==> src/rtl/lss_pkg.sv <==
// ----------------------------------------------------------------------------
// lss_pkg: shared types and codes for the LIFO stack with search
// Operation and status codes, controller states and the cell shift command.
// ----------------------------------------------------------------------------
package lss_pkg;

   localparam int WORD_W = 32;
   localparam int POS_W  = 7;

   typedef enum logic [1:0] {
      OP_PUSH    = 2'd0,
      OP_POP     = 2'd1,
      OP_DISPLAY = 2'd2,
      OP_SEARCH  = 2'd3
   } op_type;

   typedef enum logic [1:0] {
      ST_OK    = 2'd0,
      ST_EMPTY = 2'd1,
      ST_FULL  = 2'd2,
      ST_MISS  = 2'd3
   } status_type;

   typedef enum logic [1:0] {
      S_IDLE,
      S_WALK,
      S_REPORT
   } state_type;

   // DOWN: take the word from the cell above (push)
   // UP:   take the word from the cell below (pop, rotate)
   typedef enum logic [1:0] {
      SH_HOLD,
      SH_DOWN,
      SH_UP
   } shift_type;

endpackage

==> src/rtl/lss_cell.sv <==
// ----------------------------------------------------------------------------
// lss_cell: one stack slot
// Holds a word and moves it to a neighbour on push, pop or rotate.
// ----------------------------------------------------------------------------
module lss_cell (
   input  logic                          clock,
   input  lss_pkg::shift_type            shift,
   input  logic [lss_pkg::WORD_W-1:0]    from_above,
   input  logic [lss_pkg::WORD_W-1:0]    from_below,
   output logic [lss_pkg::WORD_W-1:0]    word
);
   import lss_pkg::*;

   logic [WORD_W-1:0] word_ff;
   logic [WORD_W-1:0] word_in;

   always_comb begin
      unique case (shift)
         SH_DOWN: word_in = from_above;
         SH_UP:   word_in = from_below;
         default: word_in = word_ff;
      endcase
   end

   always_ff @(posedge clock) begin
      word_ff <= word_in;
   end

   assign word = word_ff;

endmodule

==> src/rtl/lss_ctrl.sv <==
// ----------------------------------------------------------------------------
// lss_ctrl: operation sequencer
// Decodes operations, keeps the fill count, drives the cell chain and the
// output register; display and search rotate the whole chain once.
// ----------------------------------------------------------------------------
module lss_ctrl #(
   parameter int DEPTH = 16
) (
   input  logic                          clock,
   input  logic                          reset,
   input  logic                          req_valid,
   output logic                          req_ready,
   input  logic [1:0]                    req_operation,
   input  logic signed [31:0]            req_value,
   output logic                          rsp_valid,
   input  logic                          rsp_ready,
   output logic [1:0]                    rsp_status,
   output logic signed [31:0]            rsp_data,
   output logic [6:0]                    rsp_position,
   output logic                          rsp_last,
   input  logic [lss_pkg::WORD_W-1:0]    top_word,
   output lss_pkg::shift_type            shift
);
   import lss_pkg::*;

   localparam int CW = $clog2(DEPTH + 1);
   localparam logic [CW-1:0] FULL_CNT = CW'(DEPTH);
   localparam logic [CW-1:0] LAST_STEP = CW'(DEPTH - 1);

   state_type         state_ff, state_in;
   logic [CW-1:0]     count_ff, count_in;
   logic [CW-1:0]     step_ff, step_in;
   logic              search_ff, search_in;
   logic [WORD_W-1:0] key_ff, key_in;
   logic              hit_ff, hit_in;
   logic [POS_W-1:0]  hit_pos_ff, hit_pos_in;

   logic              out_valid_ff, out_valid_in;
   status_type        out_status_ff, out_status_in;
   logic [WORD_W-1:0] out_data_ff, out_data_in;
   logic [POS_W-1:0]  out_pos_ff, out_pos_in;
   logic              out_last_ff, out_last_in;

   logic   out_free;
   logic   accept;
   logic   live;
   logic   walk_go;
   op_type op;

   assign out_free  = !out_valid_ff || rsp_ready;
   assign req_ready = (state_ff == S_IDLE) && out_free;
   assign accept    = req_valid && req_ready;
   assign op        = op_type'(req_operation);
   assign live      = step_ff < count_ff;
   assign walk_go   = (state_ff == S_WALK) && out_free;

   // next state
   always_comb begin
      state_in = state_ff;
      unique case (state_ff)
         S_IDLE: begin
            if (accept && count_ff != '0 &&
                (op == OP_DISPLAY || op == OP_SEARCH)) begin
               state_in = S_WALK;
            end
         end
         S_WALK: begin
            if (walk_go && step_ff == LAST_STEP) begin
               state_in = search_ff ? S_REPORT : S_IDLE;
            end
         end
         S_REPORT: begin
            if (out_free) begin
               state_in = S_IDLE;
            end
         end
         default: state_in = S_IDLE;
      endcase
   end

   // datapath and outputs
   always_comb begin
      count_in      = count_ff;
      step_in       = step_ff;
      search_in     = search_ff;
      key_in        = key_ff;
      hit_in        = hit_ff;
      hit_pos_in    = hit_pos_ff;
      shift         = SH_HOLD;
      out_valid_in  = out_valid_ff && !rsp_ready;
      out_status_in = out_status_ff;
      out_data_in   = out_data_ff;
      out_pos_in    = out_pos_ff;
      out_last_in   = out_last_ff;

      unique case (state_ff)
         S_IDLE: begin
            if (accept) begin
               out_status_in = ST_OK;
               out_data_in   = '0;
               out_pos_in    = '0;
               out_last_in   = 1'b1;
               step_in       = '0;
               hit_in        = 1'b0;
               hit_pos_in    = '0;
               search_in     = (op == OP_SEARCH);
               key_in        = req_value;
               unique case (op)
                  OP_PUSH: begin
                     out_valid_in = 1'b1;
                     if (count_ff == FULL_CNT) begin
                        out_status_in = ST_FULL;
                     end else begin
                        shift    = SH_DOWN;
                        count_in = count_ff + CW'(1);
                     end
                  end
                  OP_POP: begin
                     out_valid_in = 1'b1;
                     if (count_ff == '0) begin
                        out_status_in = ST_EMPTY;
                     end else begin
                        out_data_in = top_word;
                        shift       = SH_UP;
                        count_in    = count_ff - CW'(1);
                     end
                  end
                  default: begin
                     if (count_ff == '0) begin
                        out_valid_in  = 1'b1;
                        out_status_in = ST_EMPTY;
                     end
                  end
               endcase
            end
         end
         S_WALK: begin
            if (walk_go) begin
               shift   = SH_UP;
               step_in = step_ff + CW'(1);
               if (!search_ff && live) begin
                  out_valid_in  = 1'b1;
                  out_status_in = ST_OK;
                  out_data_in   = top_word;
                  out_pos_in    = '0;
                  out_last_in   = (step_ff == count_ff - CW'(1));
               end
               if (search_ff && live && !hit_ff && top_word == key_ff) begin
                  hit_in     = 1'b1;
                  hit_pos_in = POS_W'(step_ff) + POS_W'(1);
               end
            end
         end
         S_REPORT: begin
            if (out_free) begin
               out_valid_in  = 1'b1;
               out_status_in = hit_ff ? ST_OK : ST_MISS;
               out_data_in   = '0;
               out_pos_in    = hit_ff ? hit_pos_ff : '0;
               out_last_in   = 1'b1;
            end
         end
         default: ;
      endcase
   end

   always_ff @(posedge clock) begin
      if (reset) begin
         state_ff     <= S_IDLE;
         count_ff     <= '0;
         out_valid_ff <= 1'b0;
      end else begin
         state_ff     <= state_in;
         count_ff     <= count_in;
         out_valid_ff <= out_valid_in;
      end
   end

   always_ff @(posedge clock) begin
      step_ff       <= step_in;
      search_ff     <= search_in;
      key_ff        <= key_in;
      hit_ff        <= hit_in;
      hit_pos_ff    <= hit_pos_in;
      out_status_ff <= out_status_in;
      out_data_ff   <= out_data_in;
      out_pos_ff    <= out_pos_in;
      out_last_ff   <= out_last_in;
   end

   assign rsp_valid    = out_valid_ff;
   assign rsp_status   = out_status_ff;
   assign rsp_data     = out_data_ff;
   assign rsp_position = out_pos_ff;
   assign rsp_last     = out_last_ff;

endmodule

==> src/rtl/lifo_stack_with_search_top.sv <==
// Push and pop give their response in the cycle after acceptance.
// Display walks the cell chain once, one word out per cycle for each filled
// cell while the consumer keeps up. Search walks it likewise, then reports.
// Throughput: one push/pop per cycle if the consumer keeps up; none during a walk.
// Reset: synchronous, active high; clears the fill count, the sequencer and
// the output valid. Cell contents are not reset.
// ----------------------------------------------------------------------------
// lifo_stack_with_search_top: bounded LIFO with linear search
// A row of DEPTH cells, cell 0 holding the top of stack. Push shifts the row
// down, pop shifts it up; display and search rotate it through cell 0 and
// come back to the original order after DEPTH steps.
// ----------------------------------------------------------------------------
module lifo_stack_with_search_top #(
   parameter int DEPTH = 16
) (
   input  logic               clock,
   input  logic               reset,
   input  logic               req_valid,
   output logic               req_ready,
   input  logic [1:0]         req_operation,
   input  logic signed [31:0] req_value,
   output logic               rsp_valid,
   input  logic               rsp_ready,
   output logic [1:0]         rsp_status,
   output logic signed [31:0] rsp_data,
   output logic [6:0]         rsp_position,
   output logic               rsp_last
);
   import lss_pkg::*;

   // words[i] is the content of cell i; words[0] is the top
   logic [WORD_W-1:0] words [DEPTH];
   shift_type         shift;

   lss_ctrl #(
      .DEPTH (DEPTH)
   ) u_ctrl (
      .clock         (clock),
      .reset         (reset),
      .req_valid     (req_valid),
      .req_ready     (req_ready),
      .req_operation (req_operation),
      .req_value     (req_value),
      .rsp_valid     (rsp_valid),
      .rsp_ready     (rsp_ready),
      .rsp_status    (rsp_status),
      .rsp_data      (rsp_data),
      .rsp_position  (rsp_position),
      .rsp_last      (rsp_last),
      .top_word      (words[0]),
      .shift         (shift)
   );

   // cell chain: the pushed word enters at the top, the bottom wraps to the
   // top word so that an upward shift is a rotation
   for (genvar i = 0; i < DEPTH; i++) begin : g_cell
      logic [WORD_W-1:0] above;
      logic [WORD_W-1:0] below;

      if (i == 0) begin : g_top
         assign above = req_value;
      end else begin : g_mid
         assign above = words[i-1];
      end

      if (i == DEPTH - 1) begin : g_bot
         assign below = words[0];
      end else begin : g_up
         assign below = words[i+1];
      end

      lss_cell u_cell (
         .clock      (clock),
         .shift      (shift),
         .from_above (above),
         .from_below (below),
         .word       (words[i])
      );
   end

   // checks
   localparam int CW = $clog2(DEPTH + 1);

   a_count_bound : assert property (@(posedge clock) disable iff (reset)
      u_ctrl.count_ff <= CW'(DEPTH))
      else $error("fill count above depth");

   a_walk_count_held : assert property (@(posedge clock) disable iff (reset)
      (u_ctrl.state_ff == S_WALK) |=> (u_ctrl.count_ff == $past(u_ctrl.count_ff)))
      else $error("fill count moved during a walk");

   a_full_is_last : assert property (@(posedge clock) disable iff (reset)
      (rsp_valid && (rsp_status == ST_FULL || rsp_status == ST_EMPTY)) |-> rsp_last)
      else $error("full or empty word not marked last");

   a_busy_no_ready : assert property (@(posedge clock) disable iff (reset)
      (u_ctrl.state_ff == S_WALK || u_ctrl.state_ff == S_REPORT) |-> !req_ready)
      else $error("input ready while walking");

endmodule
==> config.mk <==
export PLATFORM = sky130hd
export DESIGN_NAME = lifo_stack_with_search_top
export DESIGN_NICKNAME = d
export VERILOG_FILES = /design/src/rtl/lss_pkg.sv /design/src/rtl/lss_cell.sv /design/src/rtl/lss_ctrl.sv /design/src/rtl/lifo_stack_with_search_top.sv
export SDC_FILE = /design/constraint.sdc
export NUM_CORES = 1
export LEC_CHECK = 0
export ABC_AREA = 1
export BUFFER_PORTS_ARGS = -buffer_cell sky130_fd_sc_hd__buf_2
export CORE_ASPECT_RATIO = 1.25
export CORE_MARGIN = 2
export CORE_UTILIZATION = 60
export CTS_BUF_LIST = sky130_fd_sc_hd__clkbuf_8
export CTS_CLUSTER_DIAMETER = 80
export DETAILED_ROUTE_END_ITERATION = 12
export PLACE_DENSITY = 0.73
export SYNTH_ARGS = -nofsm -noshare
export SYNTH_HDL_FRONTEND = slang
export SYNTH_SLANG_ARGS = --single-unit
==> constraint.sdc <==
create_clock -name clock -period 18.53 [get_ports clock]
set_input_delay 2.7795 -clock clock [delete_from_list [all_inputs] [get_ports clock]]
set_output_delay 2.7795 -clock clock [all_outputs]
set_load 0.005 [all_outputs]
# == After elaboration in Yosys (flattened, before gate mapping) ==
# Cells that the tools add are included.
# word_totals
wordCells,159
ff_bits,608
# op_classes
n_mux,74
n_addsub,4
eq_ne,20
magnitude_cmp,1
n_reduce_logical,32
# ops
operator,n
32-bit case mux with 2 select lines,16
32-bit 2-to-1 mux,6
32-bit case mux with 3 select lines,1
7-bit 2-to-1 mux,7
32-bit equality test,1
2-bit 2-to-1 mux,14
7-bit case mux with 3 select lines,1
5-bit 2-to-1 mux,4
5-bit case mux with 2 select lines,2
1-bit 2-to-1 mux,15
7-bit case mux with 2 select lines,1
2-bit inequality test (second input constant),6
2-bit case mux with 3 select lines,2
1-bit logical AND,11
5-bit by 1-bit adder with 5-bit output (second input constant),2
5-bit AND reduction,2
2-bit equality test (second input constant),4
2-bit case mux with 2 select lines,2
5-bit by 1-bit adder with 6-bit output (second input constant),1
2-bit by 1-bit equality test with 1-bit output (second input constant),3
2-bit by 1-bit inequality test with 1-bit output (second input constant),3
1-bit case mux with 3 select lines,2
3-bit AND reduction,2
2-bit nonzero test,3
other kinds (15),20

# == Longest topological paths before layout ==
# depth
word_depth,8
depth_mapped,14
ltp_nobuf,11

# == Cells and area by module ==
# Synthesis repeated with hierarchy kept, for this count alone.
# hier_totals
cells_unflattened,2663
area_unflattened_um2,28050.7
# modules_own_cells
mod,area_per_inst_um2,instances,cells_each
lss_cell,1472.7,16,139
lss_ctrl,4488.1,1,439

# == Least setup slack after synthesis ==
# OpenSTA, ideal clock, no wires.
# synth_timing
path_type,input -> register
startpoint,input port rsp_ready
endpoint,"register g_cell[0].u_cell.word_ff[0], enable pin"
t_required_ps,17670
t_arrival_ps,14209
path_buffers,0
setup_slack_ps,3461
path_stages,8
cell_sequence,nor2_1 nor2_1 nand2_1 inv_1 nand3_1 o21ai_0 ha_1 inv_1
# synth_via
elab_chain_len,7
# synth_rtl
element,line,text
start: declaration,lifo_stack_with_search_top.sv:23,"input logic rsp_ready,"
1-bit logical OR (*),lss_ctrl.sv:50,assign out_free = !out_valid_ff || rsp_ready;
1-bit logical AND (*),lss_ctrl.sv:51,assign req_ready = (state_ff == S_IDLE) && out_free;
net req_ready,lifo_stack_with_search_top.sv:19,"output logic req_ready,"
1-bit logical AND (*),lss_ctrl.sv:52,assign accept = req_valid && req_ready;
2-bit 2-to-1 mux (*),lss_ctrl.sv:98,if (accept) begin
2-bit case mux with 2 select lines (*),lss_ctrl.sv:96,unique case (state_ff)
2-bit by 1-bit equality test with 1-bit output / 2-bit equality test (equally long branches),lss_cell.sv:18,unique case (shift)
2-bit nonzero test (no line) (*),-,
end signal: assignment,lss_cell.sv:26,word_ff <= word_in;
end: declaration,lss_cell.sv:14,logic [WORD_W-1:0] word_ff;
# Mark *: on every way through the listed nets, which the timed path passes. The rest lies on a longest branch.
# A chain may end at the register's enable or synchronous reset.

# == Worst setup path after layout ==
# layout_timing
startpoint,input port rsp_ready
endpoint,"register g_cell[7].u_cell.word_ff[27], enable pin"
# layout_via
elab_chain_len,7
# layout_rtl
element,line
1-bit logical OR (*),lss_ctrl.sv:50
1-bit logical AND,lss_ctrl.sv:51
1-bit logical AND,lss_ctrl.sv:52
2-bit 2-to-1 mux,lss_ctrl.sv:98
2-bit case mux with 2 select lines (*),lss_ctrl.sv:96
2-bit by 1-bit equality test with 1-bit output / 2-bit equality test (equally long branches),lss_cell.sv:18
2-bit nonzero test (no line) (*),-
end signal: assignment,lss_cell.sv:26
end: declaration,lss_cell.sv:14
# Every way passes the cells marked *; elsewhere a longest branch is shown, timed or not.

==> flow_metrics.env <==
export IMPL_vdd_ir_drop_max_v=0.000362
export IMPL_relSlewSlack_pct=23.1
export IMPL_grt_overflow_total=0
export IMPL_drv_cap=0
export IMPL_p_int_w=0.00355
export IMPL_drtIter0Drc=1804
export IMPL_synth_simple_gate_area_share_pct=10.7
export IMPL_start_kind="input port"
export IMPL_htree_levels=3
export IMPL_seq_area_frac_synth_pct=70.2
export IMPL_grt_pass1_vias=14906
export IMPL_dp_hpwl_mm=28.5
export IMPL_hold_class="reg -> reg"
export IMPL_worstHoldStart="u_ctrl.count_ff[1]"
export IMPL_hold_violations=0
export IMPL_cts_tree="done"
export IMPL_cp_required_ps=18800
export IMPL_synth_nets=2392
export IMPL_avgSynthCellArea_sq_um=11.0
export IMPL_ys_warn_count=0
export IMPL_placeableCoreArea_sq_um=42300
export IMPL_power_density_nw_per_um2=200
export IMPL_cp_startpoint="rsp_ready"
export IMPL_vias=16005
export IMPL_synth_mux_area_share_pct=0.0873
export IMPL_synth_compound_area_share_pct=10.6
export IMPL_seqPwrFrac_pct=50.7
export IMPL_nFillCells=3185
export IMPL_antenna_found_initial=3
export IMPL_drv_slew=0
export IMPL_cpPeakStageDelay_ps=970
export IMPL_synth_edff_count=598
export IMPL_drcViolationCount=0
export IMPL_multi_input_area_sq_um=5910
export IMPL_cts_resized_gates=0
export IMPL_synthTopCellsByCount="edfxtp_1 (598), nand2_1 (358), inv_1 (317), nor2_1 (295), o21ai_0 (271)"
export IMPL_wl_per_cell_um=15.2
export IMPL_vias_per_cell=5.30
export IMPL_fin_crit_ps=6740
export IMPL_die_area_sq_um=44700
export IMPL_clk_pin_slew_ps=60
export IMPL_routabilityCongestion=0.870
export IMPL_tightest_slew_ps=1150
export IMPL_synth_top_area_share_pct=69.6
export IMPL_clk_path_buf_depth=3
export IMPL_cts_root_buf="clkbuf_8"
export IMPL_synth_top_flop_cell="edfxtp_1"
export IMPL_synth_most_common_cell="edfxtp_1"
export IMPL_swShare_pct=36.5
export IMPL_area_growth_pct=8.49
export IMPL_final_cell_area_sq_um=28000
export IMPL_pwr_share_comb_pct=32.2
export IMPL_switchingPower_w=0.00204
export IMPL_reg2reg_from="u_ctrl.state_ff[0]"
export IMPL_p_leak_nw=10.8
export IMPL_port_buffers=80
export IMPL_crit_fanout=208
export IMPL_synth_seq_cells=606
export IMPL_start_util_pct=61.0
export IMPL_grt_use_total_pct=20.6
export IMPL_cp_slowest_cell="buf_4"
export IMPL_synth_top_cell_by_area="edfxtp_1"
export IMPL_yosysUniqueCellTypes=31
export IMPL_grt_first_pass_wirelength_mm=74.1
export IMPL_fin_nets=2452
export IMPL_status="finished, final reports clean"
export IMPL_ant_nets=0
export IMPL_rows=84
export IMPL_period_share_pct=36.4
export IMPL_io_pins=82
export IMPL_synth_async_reset_ratio_pct=0
export IMPL_max_freq_mhz=148
export IMPL_cp_end_kind="flop"
export IMPL_synth_xor_area_share_pct=0.577
export IMPL_cts_buffers_inserted=89
export IMPL_setup_tns_ps=0
export IMPL_setup_violations_final=0
export IMPL_n_antenna_cell=0
export IMPL_grt_max_degree=299
export IMPL_ys_top_cells_by_area="edfxtp_1 (70%), o21ai_0 (5.3%), nand2_1 (5.2%)"
export IMPL_syn_inst=2338
export IMPL_clk_latency_ps=670
export IMPL_cts_sinks=606
export IMPL_grt_setup_unrepaired="false"
export IMPL_path_class="in -> reg"
export IMPL_cts_hold_buf=0
export IMPL_crit_chain="buf_2, nor2_1, nor2_1, nand2_1, inv_1, buf_4, nand3_1, o21ai_0, ha_4, inv_8, buf_12, buf_4"
export IMPL_totalWireLength_mm=45.9
export IMPL_synth_top_family_by_area="simple AND/OR/NAND/NOR gates"
export IMPL_die_h_um=236
export IMPL_die_w_um=189
export IMPL_cp_arrival_ps=7000
export IMPL_clock_power_share_pct=17.1
export IMPL_syn_area_sq_um=25800
export IMPL_synthAdderAreaFrac_pct=0.776
export IMPL_dpl_instance_area_sq_um=26400
export IMPL_layout_drive_gt1_share_pct=8.70
export IMPL_final_seq_area_sq_um=18100
export IMPL_dr_pass1_iters=6
export IMPL_finClkSkew_ps=33.4
export IMPL_cts_setup_buffers=0
[kinds of logic (layout without fill, tap and decap cells)]
group / count (synthesis) / count (layout)
other cells: 1 / 1
compound gates: 544 / 544
mux: 2 / 2
xor+xnor: 17 / 17
flops: 606 / 606
buf+inv: 442 / 563
simple gates: 710 / 710
fa+ha+maj: 16 / 16
[final cells by class]
class | count | share of cell area (%)
flip-flops and latches | 606 | 64.7
multi-input cells | 1290 | 21.1
clock buffers | 90 | 4.43
inverters | 320 | 4.32
well taps | 559 | 2.50
repair buffers | 91 | 1.82
clock inverters | 62 | 1.08
[worst paths after layout]
path	slack [ps]	cells past startpoint	endpoint
hold / removal	520	2	u_ctrl.count_ff[1]
setup / recovery	11790	12	g_cell[7].u_cell.word[27]
hold reg to reg	520	2	u_ctrl.count_ff[1]
setup reg to reg	13290	13	g_cell[7].u_cell.word[27]
[flip-flops by register name, indices dropped and copies added (netlist names)]
signal,count
u_ctrl.count_ff,5
u_ctrl.hit_ff,1
u_ctrl.rsp_status,2
u_ctrl.rsp_last,1
u_ctrl.rsp_position,6
u_ctrl.search_ff,1
g_cell.u_cell.word,512
u_ctrl.hit_pos_ff,6
u_ctrl.key_ff,32
u_ctrl.step_ff,5
u_ctrl.state_ff,2
u_ctrl.rsp_data,32
u_ctrl.rsp_valid,1
[worst max-delay path: cells and delay by family]
kind | cells | cell delay [ps]
simple gates | 4 | 460
fa+ha+maj | 1 | 280
compound gates | 1 | 180
buf+inv | 6 | 3040
[routing by layer]
metal | routed length, um | vias up | track usage (%)
li1 | - | 8024 | -
met1 | 21000 | 7473 | 30.3
met2 | 21000 | 428 | 30.7
met3 | 2850 | 74 | 4.18
met4 | 1030 | 6 | 7.78
met5 | 37 | - | 0
[cells in the final DEF (no fill, tap or decap), drive strengths merged, types with 35 or more instances in the layout]
| cell | n |
|---|---|
| buf | 91 |
| nor2 | 296 |
| nor3 | 37 |
| a21oi | 268 |
| edfxtp | 598 |
| o21ai | 273 |
| inv | 344 |
| nand2 | 359 |
| clkinv | 35 |
| clkbuf | 90 |
[metrics by stage]
stage | setup slack, ps | power, W | instances | hold slack (ps) | util [%]
finish | 11790 | 0.00559 | 3018 | 519 | 66.2
global route | 11380 | 0.00601 | 3018 | 535 | 66.2
CTS | 11810 | 0.00563 | 3018 | 515 | 66.2
detailed placement | 11100 | 0.00466 | 2866 | 505 | 62.6
global placement | 11230 | 0.00454 | 2866 | 489 | 62.6
floorplan | 3460 | 0.00447 | 2338 | 464 | -
[power by group through the flow]
stage                     Combinational [W]  Sequential (W)  Clock, W
after global placement              0.00171         0.00283         0
after detailed placement            0.00180         0.00286         0
after CTS                           0.00181         0.00284  0.000983
after global routing                0.00207         0.00290   0.00104
after floorplan                     0.00137         0.00310         0
final                               0.00180         0.00284  0.000956
Note: power is estimated with default switching activity, not from simulation.
